`src/design/kmld_pkg.sv`:
```
// ============================================================================
// kmld_pkg - shared definitions for the key matrix lockout debounce block
// Matrix size, register map, per-key phase codes, map ROM and bus structs.
// ============================================================================
package kmld_pkg;

  // Matrix geometry
  localparam int ROW_COUNT    = 4;
  localparam int COLUMN_COUNT = 4;
  localparam int KEY_TOTAL    = ROW_COUNT * COLUMN_COUNT;
  localparam int KEY_W        = (KEY_TOTAL > 1) ? $clog2(KEY_TOTAL) : 1;

  // Item field widths
  localparam int ROW_W     = 2;
  localparam int COL_W     = 2;
  localparam int BUTTON_W  = 4;
  localparam int LOCKOUT_W = 16;
  localparam int COUNT_W   = 5;

  // Register map: word index of each register
  localparam int ADDR_W = 4;
  localparam logic [1:0] REG_LOCKOUT_LEN  = 2'd0;
  localparam logic [1:0] REG_BUTTONS_ZERO = 2'd1;
  localparam logic [1:0] REG_BUTTONS_ONE  = 2'd2;

  // Register reset values
  localparam logic [LOCKOUT_W-1:0] LOCKOUT_RESET      = 16'd100;
  localparam logic [COUNT_W-1:0]   BUTTONS_ZERO_RESET = 5'd4;
  localparam logic [COUNT_W-1:0]   BUTTONS_ONE_RESET  = 5'd12;

  // Per-key debounce phase
  typedef enum logic [3:0] {
    PH_WAIT_PRESS      = 4'b0001,
    PH_PRESS_LOCKOUT   = 4'b0010,
    PH_WAIT_RELEASE    = 4'b0100,
    PH_RELEASE_LOCKOUT = 4'b1000
  } phase_e;

  // Configuration seen by the datapath
  typedef struct packed {
    logic [LOCKOUT_W-1:0] lockout_len;
    logic [COUNT_W-1:0]   buttons_zero;
    logic [COUNT_W-1:0]   buttons_one;
  } cfg_t;

  // Key update request into the key state file
  typedef struct packed {
    logic             valid;
    logic [KEY_W-1:0] idx;
    logic             down;
  } key_req_t;

  // Event decision out of the key state file
  typedef struct packed {
    logic event_hit;
    logic press;
  } key_evt_t;

  // Map ROM: stick of a column (column 3 is stick 0)
  function automatic logic map_stick(input logic [COL_W-1:0] col);
    logic stick;
    stick = (col != 2'd3);
    return stick;
  endfunction

  // Map ROM: button of a column/row pair
  function automatic logic [BUTTON_W-1:0] map_button(input logic [COL_W-1:0] col,
                                                     input logic [ROW_W-1:0] row);
    logic [BUTTON_W-1:0] button;
    if (col == 2'd3) begin
      button = {2'b00, row};
    end else begin
      button = {col, row};
    end
    return button;
  endfunction

endpackage

```
`src/design/kmld_cfg.sv`:
```
// ============================================================================
// kmld_cfg - configuration registers
// APB-style register port holding the lockout length and button counts.
// ============================================================================
module kmld_cfg (
  input  logic                      clk_i,
  input  logic                      rst_ni,
  input  logic                      psel,
  input  logic                      penable,
  input  logic                      pwrite,
  input  logic [kmld_pkg::ADDR_W-1:0] paddr,
  input  logic [31:0]               pwdata,
  output logic [31:0]               prdata,
  output logic                      pready,
  output kmld_pkg::cfg_t            cfg_o
);

  kmld_pkg::cfg_t cfg_q, cfg_d;
  logic           wr_en;
  logic [1:0]     reg_idx;

  assign pready  = 1'b1;
  assign reg_idx = paddr[3:2];
  assign wr_en   = psel & penable & pwrite;

  // Register write decode
  always_comb begin
    cfg_d = cfg_q;
    if (wr_en) begin
      case (reg_idx)
        kmld_pkg::REG_LOCKOUT_LEN:  cfg_d.lockout_len  = pwdata[kmld_pkg::LOCKOUT_W-1:0];
        kmld_pkg::REG_BUTTONS_ZERO: cfg_d.buttons_zero = pwdata[kmld_pkg::COUNT_W-1:0];
        kmld_pkg::REG_BUTTONS_ONE:  cfg_d.buttons_one  = pwdata[kmld_pkg::COUNT_W-1:0];
        default: ;
      endcase
    end
  end

  always_ff @(posedge clk_i or negedge rst_ni) begin
    if (!rst_ni) begin
      cfg_q.lockout_len  <= kmld_pkg::LOCKOUT_RESET;
      cfg_q.buttons_zero <= kmld_pkg::BUTTONS_ZERO_RESET;
      cfg_q.buttons_one  <= kmld_pkg::BUTTONS_ONE_RESET;
    end else begin
      cfg_q <= cfg_d;
    end
  end

  // Register read mux
  always_comb begin
    case (reg_idx)
      kmld_pkg::REG_LOCKOUT_LEN:  prdata = {16'd0, cfg_q.lockout_len};
      kmld_pkg::REG_BUTTONS_ZERO: prdata = {27'd0, cfg_q.buttons_zero};
      kmld_pkg::REG_BUTTONS_ONE:  prdata = {27'd0, cfg_q.buttons_one};
      default:                    prdata = 32'd0;
    endcase
  end

  assign cfg_o = cfg_q;

endmodule

```
`src/design/kmld_key_file.sv`:
```
// ============================================================================
// kmld_key_file - per-key debounce state
// Phase and lockout counter of every key, with the read-modify-write step.
// ============================================================================
module kmld_key_file (
  input  logic                               clk_i,
  input  logic                               rst_ni,
  input  kmld_pkg::key_req_t                 req_i,
  input  logic [kmld_pkg::LOCKOUT_W-1:0]     lockout_len_i,
  output kmld_pkg::key_evt_t                 evt_o
);

  kmld_pkg::phase_e                   phase_q [kmld_pkg::KEY_TOTAL];
  logic [kmld_pkg::LOCKOUT_W-1:0]     left_q  [kmld_pkg::KEY_TOTAL];
  kmld_pkg::phase_e                   cur_phase, phase_d;
  logic [kmld_pkg::LOCKOUT_W-1:0]     cur_left, left_d;
  logic                               timeout;
  logic                               hit;
  logic                               press;

  assign cur_phase = phase_q[req_i.idx];
  assign cur_left  = left_q[req_i.idx];
  assign timeout   = (cur_left == kmld_pkg::LOCKOUT_W'(1));

  // Phase transition and event detect for the addressed key
  always_comb begin
    phase_d = cur_phase;
    hit     = 1'b0;
    press   = 1'b0;
    case (cur_phase)
      kmld_pkg::PH_WAIT_PRESS: begin
        if (req_i.down) begin
          hit     = 1'b1;
          press   = 1'b1;
          phase_d = kmld_pkg::PH_PRESS_LOCKOUT;
        end
      end
      kmld_pkg::PH_PRESS_LOCKOUT: begin
        if (timeout) phase_d = kmld_pkg::PH_WAIT_RELEASE;
      end
      kmld_pkg::PH_WAIT_RELEASE: begin
        if (!req_i.down) begin
          hit     = 1'b1;
          phase_d = kmld_pkg::PH_RELEASE_LOCKOUT;
        end
      end
      kmld_pkg::PH_RELEASE_LOCKOUT: begin
        if (timeout) phase_d = kmld_pkg::PH_WAIT_PRESS;
      end
      default: phase_d = kmld_pkg::PH_WAIT_PRESS;
    endcase
  end

  // Lockout counter: reload on an event, else count down to zero
  always_comb begin
    if (hit) begin
      left_d = lockout_len_i;
    end else if (cur_left != '0) begin
      left_d = cur_left - kmld_pkg::LOCKOUT_W'(1);
    end else begin
      left_d = cur_left;
    end
  end

  always_ff @(posedge clk_i or negedge rst_ni) begin
    if (!rst_ni) begin
      for (int i = 0; i < kmld_pkg::KEY_TOTAL; i++) begin
        phase_q[i] <= kmld_pkg::PH_WAIT_PRESS;
        left_q[i]  <= '0;
      end
    end else if (req_i.valid) begin
      phase_q[req_i.idx] <= phase_d;
      left_q[req_i.idx]  <= left_d;
    end
  end

  assign evt_o.event_hit = hit;
  assign evt_o.press     = press;

endmodule

```
`src/design/key_matrix_lockout_debounce_top.sv`:
```
// ============================================================================
// key_matrix_lockout_debounce_top - scanned key matrix debouncer
// Turns key scan samples into press/release events with lockout per key.
// ============================================================================
// Usage:
//   Slave stream: one scan sample per item (row, column, contact closed).
//   Master stream: one event item (stick, button, press/release) for each
//   sample that starts a press or a release on a key whose button is below
//   its stick's button count; other samples yield no item.
//   APB port: lockout length and the two button counts, written while the
//   block is idle.
// Timing:
//   An item is registered on acceptance and evaluated when the output
//   register is free or drained: the per-key state is read, updated and
//   the event lands in the output register; one item per cycle, set by the
//   single read-modify-write of the per-key state file, while tready is high.
// Reset:
//   All keys wait for a press with counters at zero; registers take their
//   default values (100 scans, 4 and 12 buttons).
// Stall:
//   While an event waits in the output register and the receiver holds
//   tready low, the evaluation stage holds; an empty input register takes
//   one more sample, then s_axis_tready drops.
// ============================================================================
module key_matrix_lockout_debounce_top (
  input  logic                        clk_i,
  input  logic                        rst_ni,
  // Scan samples
  input  logic                        s_axis_tvalid,
  output logic                        s_axis_tready,
  input  logic [7:0]                  s_axis_tdata,  // [1:0] key_row, [3:2] key_column,
                                                     // [4] key_down
  // Key events
  output logic                        m_axis_tvalid,
  input  logic                        m_axis_tready,
  output logic [7:0]                  m_axis_tdata,  // [0] stick_number,
                                                     // [4:1] button_number, [5] is_press
  // Configuration
  input  logic                        psel,
  input  logic                        penable,
  input  logic                        pwrite,
  input  logic [kmld_pkg::ADDR_W-1:0] paddr,
  input  logic [31:0]                 pwdata,
  output logic [31:0]                 prdata,
  output logic                        pready
);

  kmld_pkg::cfg_t                  cfg;
  kmld_pkg::key_req_t              req;
  kmld_pkg::key_evt_t              evt;

  logic                            in_valid_q;
  logic [kmld_pkg::ROW_W-1:0]      in_row_q;
  logic [kmld_pkg::COL_W-1:0]      in_col_q;
  logic                            in_down_q;

  logic                            out_valid_q, out_valid_d;
  logic                            out_stick_q, out_stick_d;
  logic [kmld_pkg::BUTTON_W-1:0]   out_button_q, out_button_d;
  logic                            out_press_q, out_press_d;

  logic                            advance;
  logic                            in_range;
  logic                            stick;
  logic [kmld_pkg::BUTTON_W-1:0]   button;
  logic [kmld_pkg::COUNT_W-1:0]    count;
  logic                            pass;

  kmld_cfg u_cfg (
    .clk_i   (clk_i),
    .rst_ni  (rst_ni),
    .psel    (psel),
    .penable (penable),
    .pwrite  (pwrite),
    .paddr   (paddr),
    .pwdata  (pwdata),
    .prdata  (prdata),
    .pready  (pready),
    .cfg_o   (cfg)
  );

  // Evaluation stage moves when the output register is free or drained
  assign advance       = !out_valid_q || m_axis_tready;
  assign s_axis_tready = !in_valid_q || advance;

  // Input register
  always_ff @(posedge clk_i or negedge rst_ni) begin
    if (!rst_ni) begin
      in_valid_q <= 1'b0;
    end else if (s_axis_tready) begin
      in_valid_q <= s_axis_tvalid;
    end
  end

  always_ff @(posedge clk_i) begin
    if (s_axis_tready && s_axis_tvalid) begin
      in_row_q  <= s_axis_tdata[1:0];
      in_col_q  <= s_axis_tdata[3:2];
      in_down_q <= s_axis_tdata[4];
    end
  end

  // Keys outside the matrix are dropped
  assign in_range = (int'(in_row_q) < kmld_pkg::ROW_COUNT) &&
                    (int'(in_col_q) < kmld_pkg::COLUMN_COUNT);

  assign req.valid = in_valid_q && advance && in_range;
  assign req.idx   = kmld_pkg::KEY_W'(int'(in_row_q) * kmld_pkg::COLUMN_COUNT + int'(in_col_q));
  assign req.down  = in_down_q;

  kmld_key_file u_key_file (
    .clk_i         (clk_i),
    .rst_ni        (rst_ni),
    .req_i         (req),
    .lockout_len_i (cfg.lockout_len),
    .evt_o         (evt)
  );

  // Map ROM lookup and button count filter
  assign stick  = kmld_pkg::map_stick(in_col_q);
  assign button = kmld_pkg::map_button(in_col_q, in_row_q);
  assign count  = stick ? cfg.buttons_one : cfg.buttons_zero;
  assign pass   = ({1'b0, button} < count);

  // Output register
  always_comb begin
    out_valid_d  = out_valid_q;
    out_stick_d  = out_stick_q;
    out_button_d = out_button_q;
    out_press_d  = out_press_q;
    if (advance) begin
      out_valid_d  = req.valid && evt.event_hit && pass;
      out_stick_d  = stick;
      out_button_d = button;
      out_press_d  = evt.press;
    end
  end

  always_ff @(posedge clk_i or negedge rst_ni) begin
    if (!rst_ni) begin
      out_valid_q <= 1'b0;
    end else begin
      out_valid_q <= out_valid_d;
    end
  end

  always_ff @(posedge clk_i) begin
    out_stick_q  <= out_stick_d;
    out_button_q <= out_button_d;
    out_press_q  <= out_press_d;
  end

  assign m_axis_tvalid = out_valid_q;
  assign m_axis_tdata  = {2'b00, out_press_q, out_button_q, out_stick_q};

  // An accepted sample always occupies the input register next cycle
  a_accept_loads: assert property (@(posedge clk_i) disable iff (!rst_ni)
    s_axis_tvalid && s_axis_tready |=> in_valid_q)
    else $error("accepted sample not held in input register");

  // Back-pressure only with a full input register
  a_ready_low_full: assert property (@(posedge clk_i) disable iff (!rst_ni)
    !s_axis_tready |-> in_valid_q && out_valid_q)
    else $error("input stalled without a pending item");

  // A delivered event always passes the stick's button count
  a_event_in_count: assert property (@(posedge clk_i) disable iff (!rst_ni)
    m_axis_tvalid |-> ({1'b0, out_button_q} <
                       (out_stick_q ? cfg.buttons_one : cfg.buttons_zero)))
    else $error("suppressed button reached the output");

endmodule

```
`config.mk`:
```
export PLATFORM = sky130hd
export DESIGN_NAME = key_matrix_lockout_debounce_top
export DESIGN_NICKNAME = d
export VERILOG_FILES = /design/src/design/kmld_pkg.sv /design/src/design/kmld_cfg.sv /design/src/design/kmld_key_file.sv /design/src/design/key_matrix_lockout_debounce_top.sv
export SDC_FILE = /design/constraint.sdc
export NUM_CORES = 1
export LEC_CHECK = 0
export ABC_AREA = 1
export BUFFER_PORTS_ARGS = -buffer_cell sky130_fd_sc_hd__buf_4
export CAP_MARGIN = 20
export CORE_ASPECT_RATIO = 2
export CORE_MARGIN = 5
export CORE_UTILIZATION = 59
export CTS_CLUSTER_SIZE = 20
export DETAILED_ROUTE_END_ITERATION = 10
export GPL_TIMING_DRIVEN = 1
export MAX_ROUTING_LAYER = met4
export PLACE_DENSITY = 0.77
export SYNTH_ARGS = -nofsm -noshare
export SYNTH_HDL_FRONTEND = slang
export SYNTH_SLANG_ARGS = --single-unit
```
`constraint.sdc`:
```
create_clock -name clk_i -period 5.8 [get_ports clk_i]
set_clock_uncertainty 0.05 [all_clocks]
set_input_delay 1.16 -clock clk_i [delete_from_list [all_inputs] [get_ports clk_i]]
set_output_delay 1.16 -clock clk_i [all_outputs]
set_load 0.01 [all_outputs]
```
# Word level (Yosys, flattened, before mapping)
# Cells that the tools add are included.
# W data, S select, Z words.
# word_totals
regBits	359
input_bits	51
output_inout_bits	43
# classes
add_sub_neg	2
magnitude_cmp	3
eq_ne	9
muxes	25
n_bitwise	3
n_reduce_logical	14
# op_table
op	count
$bwmux W256	1
$mux W16	5
$bmux W16 S4	1
$bwmux W64	1
$demux W16 S4	1
$pmux W16 S3	1
$mux W4	8
$bmux W4 S4	1
$demux W4 S4	1
$eq A16 B1 Y1 const B	1
$pmux W4 S4	1
$reduce_bool A16 Y1	1
$sub A16 B1 Y16 const B	1
$reduce_and A2 Y1	3
$ge A5 B5 Y1 const B	1
$logic_and A1 B1 Y1	5
$lt A4 B5 Y1	1
$lt A5 B1 Y1 const B	1
$mux W5	1
$not A4 Y5	1
$add A4 B2 Y4	1
$eq A2 B2 Y1 const B	2
$eq A4 B1 Y1 const B	1
$eq A4 B2 Y1 const B	1
10 further kinds	14

# Logic depth before layout (Yosys ltp)
# logic_depth
depth_word	9
depth_mapped	24

# Hierarchy
# From an unflattened synthesis, not the netlist that was laid out.
# hier_totals
cells_unflattened	2537
area_unflattened_um2	18351.4
# by_module_without_submodules
mod	n_inst	cells_per_inst	area_each_um2
kmld_key_file	1	2296	16350.7
kmld_cfg	1	186	1363.8
key_matrix_lockout_debounce_top	1	55	636.9

# Worst setup path before layout
# No wires, ideal clock.
# synth_path
path_type	input-to-output
from	input paddr[3] (netlist name)
to	output prdata[11]
arrival_ps	1790
slack_ps	2800
path_stages	4
path_buffers	1
cell_sequence	nor2_1 -> inv_1 -> clkbuf_1 -> nor2_1
# synth_between
elab_chain_cells	2
# synth_lines
item	line	text
start, declared	key_matrix_lockout_debounce_top.sv:42	input logic [kmld_pkg::ADDR_W-1:0] paddr,
$eq A2 B2 Y1 (tied with other cells)	kmld_cfg.sv:51	case (reg_idx)
$pmux W16 S3 (*)	kmld_cfg.sv:51	
end, declared	key_matrix_lockout_debounce_top.sv:44	output logic [31:0] prdata,
# Mark *: on every way between the ends. The rest lies on a longest branch, timed or not.

# Final worst setup path
# layout_path
from	register in_col_q[0] (netlist name)
to	register u_key_file.left_q[20] (netlist name)
# layout_between
elab_chain_cells	9
# layout_lines
item	line	text
start, declared	key_matrix_lockout_debounce_top.sv:54	logic [kmld_pkg::COL_W-1:0] in_col_q;
start signal, assigned	key_matrix_lockout_debounce_top.sv:98	in_col_q <= s_axis_tdata[3:2];
$add A4 B2 Y4 (*)	key_matrix_lockout_debounce_top.sv:108	assign req.idx = kmld_pkg::KEY_W'(int'(in_row_q) * kmld_pkg::COLUMN_COUNT + int'(in_col_q));
$not A4 Y5 (implied by the code) (*)	kmld_key_file.sv:21, kmld_key_file.sv:22, kmld_key_file.sv:73	
$bmux W16 S4 / $bmux W4 S4 (equally long branches)	kmld_key_file.sv:22, kmld_key_file.sv:21	
$mux W16 (implied by the code) / $mux W4 (equally long branches) (2 in series)	kmld_key_file.sv:22, kmld_key_file.sv:21	
$sub A16 B1 Y16 (tied with other cells)	kmld_key_file.sv:59	left_d = cur_left - kmld_pkg::LOCKOUT_W'(1);
$mux W16 / $pmux W1 S2 (equally long branches)	kmld_key_file.sv:58, kmld_key_file.sv:30	
$mux W16	kmld_key_file.sv:56	if (hit) begin
$bwmux W256 (*)	kmld_key_file.sv:73	left_q[req_i.idx] <= left_d;
end signal, assigned by index	kmld_key_file.sv:73	
end, declared	kmld_key_file.sv:14	logic [kmld_pkg::LOCKOUT_W-1:0] left_q [kmld_pkg::KEY_TOTAL];
# Mark *: on every way between the ends. The rest lies on a longest branch, timed or not. The select of a mux whose other input is x is not followed.
# A chain may end at the register's enable or synchronous reset.

==> flow_summary.ini <==
[finish]
final_cell_mix = nand2_1, dfrtp_1, buf_4
area_growth_pct = 8.67
drive_gt1_share_pct = 9.04
fin_nets = 2543
layout_commonest_cell = nand2_1
num_antenna_cells = 0

[sta]
min_period_over_period_pct = 79.3
period_minus_slack_ns = 4.60
finalSetupViolations = 0
rsz0062_at_grt = false
tightest_slew_ns = 1.16
fmax_ghz = 0.218
max_slew_margin_pct = 22.3
hold_violations = 0
final.setup.tns_ns = 0
slew_viol_final = 0

[yosys]
async_flop_share_pct = 96.9
synth-edff-count = 11
synth_cell_types = 39
yosys.area.top_type = dfrtp_1
ys_ff_latch = 359
ys_top_cells_by_area = dfrtp_1, nand2_1, dfstp_2, nand3_1, edfxtp_1
yosysSeqAreaShare_pct = 50.2
yosys_most_used_dff = dfrtp_1
yosysTopAreaCellShare_pct = 45.2
yosys_warnings = 0
avgSynthCellArea_um2 = 7.23
syn_area_um2 = 18100
postSynthCellCount = 2498

[floorplanning]
die_h_um = 257
start_util_pct = 59.8
io_pins = 94
num_rows = 90
dieArea_um2 = 34400
fp.coreArea_um2 = 30200
die_w_um = 134

[cts]
cts-root-buf = clkbuf_16
hold_buffers = 0
postCtsSetupRepairBufs = 0
clk_latency_ns = 0.54
cts_max_path_buffers = 3
cts_resized = 0
cts-htree-levels = 2
cts_buffers = 34
clk_pin_slew_ns = 0.06
cts_tree = done
cts_sinks = 359

[pwr]
peakVddDrop_uv = 299
finalPower_mw = 9.09
p_per_area_nw_per_um2 = 463
power_leakage_nw = 11.0

[place]
hpwl_um = 34600
place.gp.congestion = 0.937
portBuffers = 53

[critical_path]
cp.arrival_ns = 4.92
path_max_fanout = 48
start_kind = flop
cp-end-kind = flop
cp_data_required_time_ns = 6.12
path_class = flop to flop

[run_status]
status = finished clean

[global_route]
grt_pass1_wl_um = 86600
grt_max_degree = 129
antenna_found_initial = 0
grt_pass1_vias = 15700
track_usage_pct = 33.2
overflow = 0

[worst_hold_path]
min_path_type = flop to flop

[routing]
drt_iter0_markers = 1551
avgRoutedWirePerCell_um = 19.2
vias = 16200
drc_errors = 0
drtPass1Iterations = 6
totalWireLength_um = 55400
antenna_left = 0
vias_per_cell = 5.64

[flow_run]
max-cap-violations = 0
worst paths after layout:
check                                        from                      to  slack, ns  cells past startpoint
max in group asynchronous                  rst_ni   u_key_file.left_q[99]       3.89                      2
hold / removal             u_key_file.phase_q[16]  u_key_file.phase_q[16]       0.42                      2
min in group asynchronous                  rst_ni  u_key_file.left_q[171]       0.59                      1
hold reg to reg            u_key_file.phase_q[16]  u_key_file.phase_q[16]       0.42                      2
setup reg to reg                      in_col_q[0]   u_key_file.left_q[20]       1.20                     19
setup / recovery                      in_col_q[0]   u_key_file.left_q[20]       1.20                     19
cell families after synthesis:
logic type	after synthesis	synth area share (%)
xor+xnor	6	0.291
other cells	2	0.0416
flops	359	50.2
fa+ha+maj	5	0.346
compound gates	144	4.60
simple gates	1743	38.0
buf+inv	236	6.35
mux	3	0.166
state kept, by name (all words and copies together) (netlist names):
signal / flops
in_col_q: 2
in_down_q: 1
in_row_q: 2
in_valid_q: 1
m_axis_tvalid: 1
out_button_q: 4
out_press_q: 1
out_stick_q: 1
u_cfg.cfg_o: 26
u_key_file.left_q: 256
u_key_file.phase_q: 64
power by group:
part	switching [mW]	leakage, nW	total, mW	internal [mW]
combinational	1.98	5.81	2.85	0.868
sequential	0.456	4.60	3.84	3.39
clock	0.998	0.575	2.39	1.40
total	3.44	11.0	9.09	5.65
per-layer routing:
layer	vias to the layer above	wire [µm]	track usage, %
met3	216	3350	3.58
li1	7593	-	-
met2	722	28200	56.2
met5	-	0	-
met1	7713	19700	37.2
met4	0	4130	21.3
cells in the mapped netlist (all sizes together), types with 2 or more instances:
cell type     n
nand2      1549
dfrtp       326
nor2         93
nand3        87
o21ai        87
buf          86
inv          83
clkbuf       67
a22oi        30
dfstp        22
a21oi        17
edfxtp       11
nand4        11
ha            5
xor2          5
o211ai        4
mux2i         3
o21bai        3
conb          2
through the flow:
step	setup slack, ns	util, %	std cells	instance area [µm²]	hold WS, ns
after floorplan	2.80	-	2515	18100	0.398
after global placement	1.32	61.1	2819	18500	0.406
after detailed placement	1.27	61.1	2819	18500	0.407
after CTS	1.25	65.0	2879	19600	0.418
after global routing	0.914	65.0	2879	19600	0.439
final	1.20	65.0	2879	19600	0.420
critical path, cell delays in order (launching register included):
cell and delay (ns):
edfxtp_1 0.44, buf_4 0.47, inv_4 0.36, buf_4 0.36
nand2_1 0.10, nand2_1 0.06, nand2_1 0.06, nand2_1 0.05
nand2_1 0.05, nand2_1 0.11, nor2_1 0.46, nand2_1 0.19
inv_2 0.08, nand2_1 0.11, nor2_4 0.16, nand2_2 0.26
nand2_1 0.17, nand2_1 0.06, nand2_1 0.59, o21ai_0 0.17
layout make-up:
class                           instances  area (µm²)
Inverter                               83         317
Fill cell                            2653       10600
Tap cell                              368         460
Clock inverter                         15         208
Multi-Input combinational cell       1920        7920
Timing Repair Buffer                   89         688
Clock buffer                           45         963
Sequential cell                       359        9070
Power figures use the tool's default switching activity.
